===== config.mk =====
export PLATFORM = sky130hd
export DESIGN_NAME = integer_to_radix_ascii_core
export DESIGN_NICKNAME = d
export VERILOG_FILES = /design/src/design/itra_pkg.sv /design/src/design/integer_to_radix_ascii_core.sv /design/src/design/itra_divider.sv /design/src/design/itra_digit_store.sv
export SDC_FILE = /design/constraint.sdc
export NUM_CORES = 1
export LEC_CHECK = 0
export BUFFER_PORTS_ARGS = -buffer_cell sky130_fd_sc_hd__buf_2
export CAP_MARGIN = 30
export CORE_MARGIN = 4
export CORE_UTILIZATION = 44
export CTS_BUF_LIST = sky130_fd_sc_hd__clkbuf_4 sky130_fd_sc_hd__clkbuf_8 sky130_fd_sc_hd__clkbuf_16
export CTS_CLUSTER_SIZE = 24
export DETAILED_ROUTE_END_ITERATION = 6
export PLACE_DENSITY_LB_ADDON = 0.12
export SLEW_MARGIN = 0
export SYNTH_ARGS = -nofsm -noshare
export SYNTH_HDL_FRONTEND = slang
export SYNTH_SLANG_ARGS = --single-unit

===== constraint.sdc =====
create_clock -name clk -period 6 [get_ports clk]
set_input_delay 0.3 -clock clk [delete_from_list [all_inputs] [get_ports clk]]
set_output_delay 0.3 -clock clk [all_outputs]
set_load 0.005 [all_outputs]

===== src/design/itra_pkg.sv =====
// ----------------------------------------------------------------------------
// itra_pkg
// Shared types, constants and helpers for the integer to radix ASCII core.
// ----------------------------------------------------------------------------
`default_nettype none

package itra_pkg;

  // Default value width
  localparam int DEF_VALUE_WIDTH = 64;

  // Input field width, fixed
  localparam int NUMBER_W = 64;

  // Digit value (0..35) and radix register width
  localparam int DIGIT_W = 6;

  // Configuration port widths
  localparam int CFG_INDEX_W = 1;
  localparam int CFG_DATA_W  = 6;

  // Register indexes
  localparam logic [CFG_INDEX_W-1:0] REG_RADIX  = 1'd0;
  localparam logic [CFG_INDEX_W-1:0] REG_SIGNED = 1'd1;

  // Register reset values
  localparam logic [DIGIT_W-1:0] RADIX_RESET  = 6'd10;
  localparam logic               SIGNED_RESET = 1'b1;

  // Legal radix range
  localparam logic [DIGIT_W-1:0] RADIX_MIN = 6'd2;
  localparam logic [DIGIT_W-1:0] RADIX_MAX = 6'd36;

  // ASCII pieces
  localparam int                 CHAR_W          = 7;
  localparam logic [CHAR_W-1:0]  ASCII_ZERO      = 7'h30;
  localparam logic [CHAR_W-1:0]  ASCII_ALPHA_OFS = 7'h37;
  localparam logic [DIGIT_W-1:0] DEC_DIGITS      = 6'd10;

  // Sequencer states
  typedef enum logic [1:0] {
    ST_IDLE,
    ST_DIV,
    ST_READ,
    ST_SHOW
  } itra_state_t;

  // Handshake between sequencer and divider
  typedef struct packed {
    logic start;
  } itra_div_ctl_t;

  typedef struct packed {
    logic done;
  } itra_div_sts_t;

  // Map a digit value to its ASCII character
  function automatic logic [CHAR_W-1:0] digit_to_ascii(input logic [DIGIT_W-1:0] d);
    logic [CHAR_W-1:0] dx;
    dx = {1'b0, d};
    if (d < DEC_DIGITS) begin
      return ASCII_ZERO + dx;
    end
    return ASCII_ALPHA_OFS + dx;
  endfunction

endpackage

`default_nettype wire


===== src/design/integer_to_radix_ascii_core.sv =====
// ----------------------------------------------------------------------------
// integer_to_radix_ascii_core
// Converts one integer to ASCII digits in a base from 2 to 36.
// ----------------------------------------------------------------------------
// Each accepted item is converted by repeated division by the radix in one
// shared shift-subtract divider that produces one quotient bit per cycle.
// Remainders land in a digit buffer and are replayed most significant first:
// each digit is read from the buffer, then held on the output until the
// consumer takes it. in_ready is high only while the core is idle, so a new
// item is accepted only after the last digit of the previous one. The sign
// travels as out_is_negative on every digit, and out_last_digit marks the
// final digit. Radix values outside 2..36 are clamped; configuration writes
// are always taken and should be made while idle.
// ----------------------------------------------------------------------------
`default_nettype none

module integer_to_radix_ascii_core
  import itra_pkg::*;
#(
  parameter int VALUE_WIDTH = DEF_VALUE_WIDTH
) (
  input  wire logic                   clk,
  input  wire logic                   rst_n,
  // Input channel
  input  wire logic                   in_valid,
  output      logic                   in_ready,
  input  wire logic [NUMBER_W-1:0]    in_number_bits,
  // Result channel
  output      logic                   out_valid,
  input  wire logic                   out_ready,
  output      logic [CHAR_W-1:0]      out_digit_char,
  output      logic                   out_is_negative,
  output      logic                   out_last_digit,
  // Configuration channel
  input  wire logic                   cfg_valid,
  output      logic                   cfg_ready,
  input  wire logic [CFG_INDEX_W-1:0] cfg_index,
  input  wire logic [CFG_DATA_W-1:0]  cfg_wdata
);

  localparam int AW = $clog2(VALUE_WIDTH);
  localparam int CW = $clog2(VALUE_WIDTH + 1);

  itra_state_t state_r, state_nxt;

  logic [DIGIT_W-1:0]     radix_r;
  logic                   signed_r;
  logic [DIGIT_W-1:0]     base_r;
  logic                   neg_r;
  logic [CW-1:0]          cnt_r;
  logic [AW-1:0]          rd_idx_r;

  logic [VALUE_WIDTH-1:0] in_val;
  logic                   in_neg;
  logic [VALUE_WIDTH-1:0] in_mag;
  logic [DIGIT_W-1:0]     in_base;

  itra_div_ctl_t          div_ctl;
  itra_div_sts_t          div_sts;
  logic [VALUE_WIDTH-1:0] div_dividend;
  logic [VALUE_WIDTH-1:0] div_quot;
  logic [DIGIT_W-1:0]     div_rem;

  logic                   mem_wr;
  logic                   mem_rd;
  logic [DIGIT_W-1:0]     mem_rd_data;
  logic                   conv_end;
  logic                   out_fire;

  // Configuration registers
  assign cfg_ready = 1'b1;

  always_ff @(posedge clk) begin
    if (!rst_n) begin
      radix_r  <= RADIX_RESET;
      signed_r <= SIGNED_RESET;
    end else if (cfg_valid) begin
      case (cfg_index)
        REG_RADIX:  radix_r  <= cfg_wdata;
        REG_SIGNED: signed_r <= cfg_wdata[0];
        default: ;
      endcase
    end
  end

  // Clamp radix, take the magnitude of the input
  always_comb begin
    in_val = in_number_bits[VALUE_WIDTH-1:0];
    in_neg = signed_r & in_val[VALUE_WIDTH-1];
    in_mag = in_neg ? (~in_val + 1'b1) : in_val;
    if (radix_r < RADIX_MIN) begin
      in_base = RADIX_MIN;
    end else if (radix_r > RADIX_MAX) begin
      in_base = RADIX_MAX;
    end else begin
      in_base = radix_r;
    end
  end

  // Shared divider
  assign div_dividend = (state_r == ST_IDLE) ? in_mag : div_quot;

  itra_divider #(
    .VALUE_WIDTH (VALUE_WIDTH)
  ) u_div (
    .clk       (clk),
    .rst_n     (rst_n),
    .ctl       (div_ctl),
    .dividend  (div_dividend),
    .divisor   ((state_r == ST_IDLE) ? in_base : base_r),
    .sts       (div_sts),
    .quotient  (div_quot),
    .remainder (div_rem)
  );

  // Digit buffer
  itra_digit_store #(
    .VALUE_WIDTH (VALUE_WIDTH)
  ) u_store (
    .clk     (clk),
    .wr_en   (mem_wr),
    .wr_addr (cnt_r[AW-1:0]),
    .wr_data (div_rem),
    .rd_en   (mem_rd),
    .rd_addr (rd_idx_r),
    .rd_data (mem_rd_data)
  );

  assign conv_end = (div_quot == '0) || (cnt_r == CW'(VALUE_WIDTH - 1));
  assign out_fire = out_valid & out_ready;

  // Sequencer: next state and strobes
  always_comb begin
    state_nxt     = state_r;
    in_ready      = 1'b0;
    out_valid     = 1'b0;
    div_ctl.start = 1'b0;
    mem_wr        = 1'b0;
    mem_rd        = 1'b0;
    case (state_r)
      ST_IDLE: begin
        in_ready = 1'b1;
        if (in_valid) begin
          div_ctl.start = 1'b1;
          state_nxt     = ST_DIV;
        end
      end
      ST_DIV: begin
        if (div_sts.done) begin
          mem_wr = 1'b1;
          if (conv_end) begin
            state_nxt = ST_READ;
          end else begin
            div_ctl.start = 1'b1;
          end
        end
      end
      ST_READ: begin
        mem_rd    = 1'b1;
        state_nxt = ST_SHOW;
      end
      ST_SHOW: begin
        out_valid = 1'b1;
        if (out_ready) begin
          state_nxt = out_last_digit ? ST_IDLE : ST_READ;
        end
      end
      default: state_nxt = ST_IDLE;
    endcase
  end

  // State register
  always_ff @(posedge clk) begin
    if (!rst_n) begin
      state_r <= ST_IDLE;
    end else begin
      state_r <= state_nxt;
    end
  end

  // Hold item attributes, advance the digit counters
  always_ff @(posedge clk) begin
    if (!rst_n) begin
      cnt_r    <= '0;
      rd_idx_r <= '0;
    end else begin
      if (state_r == ST_IDLE && in_valid) begin
        cnt_r <= '0;
      end else if (mem_wr) begin
        cnt_r <= cnt_r + 1'b1;
        if (conv_end) begin
          rd_idx_r <= cnt_r[AW-1:0];
        end
      end else if (out_fire && !out_last_digit) begin
        rd_idx_r <= rd_idx_r - 1'b1;
      end
    end
  end

  always_ff @(posedge clk) begin
    if (state_r == ST_IDLE && in_valid) begin
      neg_r  <= in_neg;
      base_r <= in_base;
    end
  end

  // Result fields
  assign out_digit_char  = digit_to_ascii(mem_rd_data);
  assign out_is_negative = neg_r;
  assign out_last_digit  = (rd_idx_r == '0);

endmodule

`default_nettype wire


===== src/design/itra_divider.sv =====
// ----------------------------------------------------------------------------
// itra_divider
// Restoring shift-subtract divider, one quotient bit per cycle, small divisor.
// ----------------------------------------------------------------------------
`default_nettype none

module itra_divider
  import itra_pkg::*;
#(
  parameter int VALUE_WIDTH = DEF_VALUE_WIDTH
) (
  input  wire logic                   clk,
  input  wire logic                   rst_n,
  input  wire itra_div_ctl_t          ctl,
  input  wire logic [VALUE_WIDTH-1:0] dividend,
  input  wire logic [DIGIT_W-1:0]     divisor,
  output      itra_div_sts_t          sts,
  output      logic [VALUE_WIDTH-1:0] quotient,
  output      logic [DIGIT_W-1:0]     remainder
);

  localparam int CNT_W = $clog2(VALUE_WIDTH + 1);

  logic [VALUE_WIDTH-1:0] dvd_r, dvd_nxt;
  logic [DIGIT_W-1:0]     rem_r, rem_nxt;
  logic [DIGIT_W-1:0]     dsr_r;
  logic [CNT_W-1:0]       cnt_r;
  logic                   busy_r;
  logic                   done_r;
  logic [DIGIT_W:0]       rem_sh;
  logic [DIGIT_W:0]       rem_diff;
  logic                   q_bit;

  // One restoring step
  always_comb begin
    rem_sh   = {rem_r, dvd_r[VALUE_WIDTH-1]};
    rem_diff = rem_sh - {1'b0, dsr_r};
    q_bit    = (rem_sh >= {1'b0, dsr_r});
    rem_nxt  = q_bit ? rem_diff[DIGIT_W-1:0] : rem_sh[DIGIT_W-1:0];
    dvd_nxt  = {dvd_r[VALUE_WIDTH-2:0], q_bit};
  end

  // Control: load on start, count down the steps
  always_ff @(posedge clk) begin
    if (!rst_n) begin
      busy_r <= 1'b0;
      done_r <= 1'b0;
      cnt_r  <= '0;
    end else if (ctl.start) begin
      busy_r <= 1'b1;
      done_r <= 1'b0;
      cnt_r  <= CNT_W'(VALUE_WIDTH);
    end else if (busy_r) begin
      cnt_r <= cnt_r - 1'b1;
      if (cnt_r == CNT_W'(1)) begin
        busy_r <= 1'b0;
        done_r <= 1'b1;
      end
    end else begin
      done_r <= 1'b0;
    end
  end

  // Datapath: dividend shifts out, quotient bits shift in
  always_ff @(posedge clk) begin
    if (ctl.start) begin
      dvd_r <= dividend;
      rem_r <= '0;
      dsr_r <= divisor;
    end else if (busy_r) begin
      dvd_r <= dvd_nxt;
      rem_r <= rem_nxt;
    end
  end

  assign sts.done  = done_r;
  assign quotient  = dvd_r;
  assign remainder = rem_r;

endmodule

`default_nettype wire


===== src/design/itra_digit_store.sv =====
// ----------------------------------------------------------------------------
// itra_digit_store
// Digit buffer: one write port, one registered read port.
// ----------------------------------------------------------------------------
`default_nettype none

module itra_digit_store
  import itra_pkg::*;
#(
  parameter int VALUE_WIDTH = DEF_VALUE_WIDTH
) (
  input  wire logic                           clk,
  input  wire logic                           wr_en,
  input  wire logic [$clog2(VALUE_WIDTH)-1:0] wr_addr,
  input  wire logic [DIGIT_W-1:0]             wr_data,
  input  wire logic                           rd_en,
  input  wire logic [$clog2(VALUE_WIDTH)-1:0] rd_addr,
  output      logic [DIGIT_W-1:0]             rd_data
);

  logic [DIGIT_W-1:0] mem [VALUE_WIDTH];
  logic [DIGIT_W-1:0] rd_data_r;

  // Write a digit
  always_ff @(posedge clk) begin
    if (wr_en) begin
      mem[wr_addr] <= wr_data;
    end
  end

  // Read a digit into the output register
  always_ff @(posedge clk) begin
    if (rd_en) begin
      rd_data_r <= mem[rd_addr];
    end
  end

  assign rd_data = rd_data_r;

endmodule

`default_nettype wire

==> results of run 1 <==
[worst max-delay path, stage by stage (launching register included)]
cell and delay (ns):
dfxtp_4 0.96, buf_4 0.62, mux4_2 0.43, mux4_2 0.50, a22oi_1 0.38, nand2_1 0.09
[cells by family (layout without fill, tap and decap cells)]
kind of cell,count (synthesis),after routing,share of synthesized area [%]
mux,144,144,13.4
xor+xnor,82,82,3.26
flops,504,504,67.1
fa+ha+maj,16,16,0.943
compound gates,180,180,4.83
other cells,1,1,0.0170
simple gates,396,396,8.75
buf+inv,94,237,1.72
[report_power, final]
part | switching, mW | internal, mW | total (mW) | leakage [nW]
logic | 0.420 | 0.190 | 0.610 | 2.58
registers | 0.0492 | 4.09 | 4.14 | 4.59
clock network | 1.30 | 1.93 | 3.22 | 0.850
[area by class of cell]
cell class | instances | area [sq um] | area share, %
Timing Repair Buffer | 117 | 706 | 2.82
Multi-Input combinational cell | 819 | 6890 | 27.6
Tap cell | 664 | 831 | 3.32
Sequential cell | 504 | 14800 | 59.1
Clock inverter | 23 | 228 | 0.911
Clock buffer | 71 | 1470 | 5.89
Inverter | 26 | 97.6 | 0.390
[state kept, by name, summed over array words and instances, names as in the netlist]
register	flops
radix_r	6
rd_idx_r	6
base_r	6
u_store.rd_data	6
u_store.mem	384
u_div.busy_r	1
u_div.sts	1
u_div.quotient	64
u_div.dsr_r	6
cnt_r	7
out_is_negative	1
u_div.remainder	6
state_r	2
u_div.cnt_r	7
signed_r	1
[cells in the mapped netlist, drive strengths merged, types with 12 or more instances]
master / count / area, sq um
o21ai: 22 / 114
nor2b: 18 / 113
nand3: 16 / 80.1
mux4: 120 / 2700
buf: 27 / 128
dfxtp: 37 / 741
a22oi: 12 / 90.1
inv: 26 / 97.6
ha: 15 / 188
nor2: 184 / 691
nor4: 31 / 228
mux2i: 15 / 150
clkbuf: 41 / 154
a31oi: 20 / 125
nor3: 29 / 156
xnor2: 62 / 543
nand2: 60 / 225
xor2: 20 / 175
edfxtp: 467 / 14000
a21oi: 93 / 465
[layout by cell type (no fill, tap or decap), drive strengths merged, types with 11 or more instances in the layout]
| cell | Yosys | final |
|---|---|---|
| edfxtp | 467 | 467 |
| nor2 | 184 | 184 |
| mux4 | 120 | 120 |
| buf | 27 | 108 |
| a21oi | 93 | 93 |
| clkbuf | 41 | 71 |
| xnor2 | 62 | 62 |
| nand2 | 60 | 60 |
| dfxtp | 37 | 37 |
| nor4 | 31 | 31 |
| nor3 | 29 | 29 |
| inv | 26 | 26 |
| o21ai | 22 | 22 |
| a31oi | 20 | 20 |
| xor2 | 20 | 20 |
| nor2b | 18 | 18 |
| clkinv | 0 | 17 |
| nand3 | 16 | 16 |
| mux2i | 15 | 15 |
| ha | 15 | 15 |
| a22oi | 12 | 12 |
| nand4 | 11 | 11 |
[per-stage QoR]
stage	utilization (%)	worst slack, ns	hold WS [ns]	power [mW]	cell area, sq um
after global placement	47.1	2.51	0.471	4.80	23200
after CTS	50.9	2.55	0.0407	8.05	25000
after floorplan	-	1.12	0.429	4.58	22000
final	50.9	2.66	0.0931	7.97	25000
after detailed placement	47.2	2.56	0.474	4.82	23200
after global routing	50.9	2.45	0.0812	8.29	25000
[final timing paths]
check / from / end / depth (start not counted)
setup / recovery: rd_idx_r[1]$_SDFFE_PN0P_ / u_store.rd_data[1]$_DFFE_PP_ / 5
hold / removal: rst_n / radix_r[3]$_SDFFE_PN1P_ / 2
setup reg to reg: rd_idx_r[1]$_SDFFE_PN0P_ / u_store.rd_data[1]$_DFFE_PP_ / 5
hold reg to reg: radix_r[3]$_SDFFE_PN1P_ / radix_r[3]$_SDFFE_PN1P_ / 2
[per-layer routing]
layer | GRT usage (%) | routed length (um) | vias up | part of all wire [%]
li1 | - | - | 5728 | -
met1 | 27.0 | 22400 | 6370 | 45
met2 | 30.6 | 24100 | 345 | 48
met3 | 3.43 | 2720 | 68 | 5.4
met4 | 4.09 | 909 | 0 | 1.8
met5 | 0 | 0 | - | 0
[timing repair]
| item | in CTS | in global routing |
|---|---|---|
| setup endpoints to repair | 0 | 0 |
| hold buffers | 9 | 0 |
| hold endpoints to repair | 8 | 0 |
==> impl_metrics.tcl, run 1 <==
set metrics [dict create \
    status "finished clean" \
    worstSkewPairLatency_ns 0.58 \
    hpwlAfterDp_um 33000 \
    start_kind "flip-flop" \
    cp.arrival_ns 3.66 \
    clk_pin_slew_ns 0.06 \
    syn_avg_cell_area_sq_um 15.5 \
    finalCritPeriodShare_pct 55.7 \
    cts_buffer_depth 3 \
    num_io_pins 88 \
    drive_gt1_share_pct 22.4 \
    ant_nets 0 \
    cp.required_ns 6.32 \
    r2r_slack_ns 2.66 \
    max_freq_mhz 299 \
    clock-sinks 504 \
    postCtsResizedCells 0 \
    synth_cells 1417 \
    die_w_um 232 \
    slew_headroom_pct 35.7 \
    yosys_warnings 0 \
    grt_pass1_vias 12808 \
    async_flop_share_pct 0 \
    p_leak_nw 8.02 \
    grt_pass1_wl_um 78100 \
    tns_ns 0 \
    gp_congestion 0.906 \
    drc_errors 0 \
    drv_slew 0 \
    grtUsageTotal_pct 18.9 \
    drtIter0Drc 864 \
    min_path_type "input pin to flip-flop" \
    layout.nets 1613 \
    cts-root-buf "clkbuf_16" \
    tightest_slew_ns 0.964 \
    rows 81 \
    die_h_um 232 \
    cts_setup_buffers 0 \
    gr-total-overflow 0 \
    syn_area_sq_um 22000 \
    vias 12511 \
    cap_viol_max_count 0 \
    ys_seq_area_share_pct 67.1 \
    design.die.area_sq_um 53700 \
    path_class "flip-flop to flip-flop" \
    nFillCells 4170 \
    cts_made_buffers 53 \
    htreeDepth 2 \
    final_cells 2224 \
    crit_fanout 62 \
    end_kind "flip-flop" \
    finalHoldViolations 0 \
    period_minus_slack_ns 3.34 \
    drtPass1Iterations 5 \
    start_util_pct 44.8 \
    fin_worst_skew_ns 0.0124 \
    rsz0062_at_grt "no" \
    drt-wirelength-per-cell_um 22.5 \
    p_per_area_nw_per_um2 319 \
    syn_nets 1509 \
    n_antenna_cell 0 \
    synth-seq-cells 504 \
    finalSetupViolCount 0 \
    cts_tree "done" \
    ys_types 63 \
    syn_to_final_growth_pct 13.6 \
    port_buffers 86 \
    core-area_sq_um 49200 \
    antenna_found_initial 0 \
    dp_cells 2121 \
    vdd_ir_drop_max_uv 203 \
    routed_wl_um 50100 \
    via_per_inst 5.63 \
    ys.flop_type "edfxtp_1" \
    grt_max_degree 129 \
    synth_edf_count 467 \
]
(Power assumes the default switching activity.)
==> run 2: changes to the inputs <==
==> constraint.sdc (replaced) <==
create_clock -name clk -period 3 [get_ports clk]
set_input_delay 0.15 -clock clk [delete_from_list [all_inputs] [get_ports clk]]
set_output_delay 0.15 -clock clk [all_outputs]
set_load 0.005 [all_outputs]
==> impl_metrics.tcl, run 2 (synthesized netlist as in run 1, its figures left out) <==
set metrics [dict create \
    status "finished clean" \
    finalSetupViolCount 0 \
    port_buffers 86 \
    slew_headroom_pct 30.6 \
    post-route-worst-setup-slack_ns 0.346 \
    timing.critical_path.slowest_stage_cell "o21ai_4" \
    tns_ns 0 \
    cts_setup_buffers 0 \
    htreeDepth 2 \
    dp_cells 2168 \
    postCtsResizedCells 0 \
    finalHoldViolations 0 \
    start_util_pct 44.8 \
    clk_pin_slew_ns 0.06 \
    final_common_cell "edfxtp_1" \
    layout.nets 1700 \
    cp.required_ns 3.32 \
    r2r-start "cnt_r[0]$_SDFFE_PP0P_" \
    grt_pass1_vias 13186 \
    max_freq_mhz 377 \
    cts_buffer_depth 3 \
    via_per_inst 5.55 \
    cts_made_buffers 55 \
    worst_r2r_path_depth 7 \
    fin_worst_skew_ns 0.0223 \
    final_cells 2316 \
    drtIter0Drc 982 \
    gr-total-overflow 0 \
    cap_viol_max_count 0 \
    clock-sinks 504 \
    die_h_um 232 \
    path_class "flip-flop to flip-flop" \
    drive_gt1_share_pct 24.2 \
    cp.arrival_ns 2.97 \
    rr_endpoint "u_div.quotient[51]$_DFFE_PP_" \
    design.die.area_sq_um 53700 \
    drt-wirelength-per-cell_um 22.4 \
    routed_wl_um 51900 \
    num_io_pins 88 \
    drc_errors 0 \
    cts_tree "done" \
    routed-wl-met2_um 25100 \
    hold-path-endpoint "u_div.quotient[51]$_DFFE_PP_" \
    min_path_type "input pin to flip-flop" \
    period_minus_slack_ns 2.65 \
    r2r_slack_ns 0.35 \
    hpwlAfterDp_um 34400 \
    tightest_slew_ns 1.04 \
    path_cells "ha_1, nand2_1, nor3_1, nand2b_1, o21ai_4, buf_4, a21oi_1" \
    rows 81 \
    p_leak_nw 8.44 \
    dp_slack_ns 0.323 \
    vias 12859 \
    hold_start "in_number_bits[51]" \
    end_kind "flip-flop" \
    worstSkewPairLatency_ns 0.60 \
    syn_to_final_growth_pct 17.3 \
    drv_slew 0 \
    wl_met3_um 2680 \
    finalCritPeriodShare_pct 88.5 \
    vdd_ir_drop_max_uv 425 \
    grtUsageTotal_pct 19.7 \
    cts-root-buf "clkbuf_16" \
    power_mw 16.0 \
    top_register "u_store.mem" \
    antenna_found_initial 0 \
    die_w_um 232 \
    max_stage_delay_ns 0.82 \
    largest_reg_flops 384 \
    start_kind "flip-flop" \
    grt_max_degree 68 \
    drtPass1Iterations 5 \
    wl_met1_um 22800 \
    core-area_sq_um 49200 \
    n_antenna_cell 0 \
    p_per_area_nw_per_um2 618 \
    min_path_cells 3 \
    layout_common_cells "edfxtp_1, nor2_1, mux4_2" \
    crit_fanout 42 \
    grt_pass1_wl_um 81000 \
    routed.top_layer "met4" \
    rsz0062_at_grt "no" \
    cts_hold_buf 47 \
    gp_congestion 0.895 \
    ant_nets 0 \
]
run 2: changes by cell type in the layout (fill, tap and decap cells not counted), moves of 4 or more:
cell	previous run	this run
clkinv_2	5	10
buf_12	2	7
dlygate4sd3_1	9	47
clkbuf_4	16	12
buf_4	18	62
inv_6	0	4
run 2: report_power, final:
part,total [mW],leakage [nW],internal (mW),switching [mW]
Combinational,1.27,3.00,0.423,0.843
Clock,6.41,0.860,3.69,2.72
Sequential,8.28,4.59,8.18,0.102
Total,16.0,8.44,12.3,3.67
run 2: worst max-delay path by stage:
stage / endpoint / startpoint / slack (ns) / depth (start not counted)
global placement: u_store.rd_data[2]$_DFFE_PP_ / rd_idx_r[1]$_SDFFE_PN0P_ / 0.32 / 5
finish: u_div.quotient[51]$_DFFE_PP_ / cnt_r[0]$_SDFFE_PP0P_ / 0.35 / 7
global route: u_div.quotient[51]$_DFFE_PP_ / cnt_r[0]$_SDFFE_PP0P_ / 0.14 / 8
detailed placement: u_store.rd_data[2]$_DFFE_PP_ / rd_idx_r[1]$_SDFFE_PN0P_ / 0.32 / 5
floorplan: u_div.remainder[0]$_SDFFE_PP0P_ / u_div.remainder[0]$_SDFFE_PP0P_ / 0.03 / 7
CTS: u_store.rd_data[2]$_DFFE_PP_ / rd_idx_r[1]$_SDFFE_PN0P_ / 0.32 / 5
run 2: per-layer routing:
metal / global-route usage, % / up-vias
met5: 0 / -
met4: 5.23 / 0
met3: 2.94 / 91
met2: 32.2 / 384
met1: 27.9 / 6452
li1: - / 5932
run 2: layout make-up:
| type | instances | area (sq um) |
|---|---|---|
| Multi-Input combinational cell | 819 | 6890 |
| Tap cell | 664 | 831 |
| Timing Repair Buffer | 202 | 1510 |
| Fill cell | 4062 | 23300 |
| Clock buffer | 69 | 1490 |
| Clock inverter | 32 | 210 |
| Inverter | 26 | 97.6 |
| Sequential cell | 504 | 14800 |
run 2: critical path: cells and delay by family, from the launching register on:
family | cells | cell delay [ns]
simple gates | 3 | 0.35
fa+ha+maj | 1 | 0.27
compound gates | 2 | 0.94
flops | 1 | 0.38
buf+inv | 1 | 0.44
run 2: metrics by stage:
| step | utilization [%] | hold WS, ns | cell area [sq um] |
|---|---|---|---|
| after detailed placement | 48.1 | 0.380 | 23600 |
| after global placement | 48.1 | 0.367 | 23600 |
| after global routing | 52.5 | 0.0279 | 25800 |
| after CTS | 52.5 | 0.000754 | 25800 |
| after floorplan | - | 0.279 | 22000 |
| final | 52.5 | 0.0449 | 25800 |
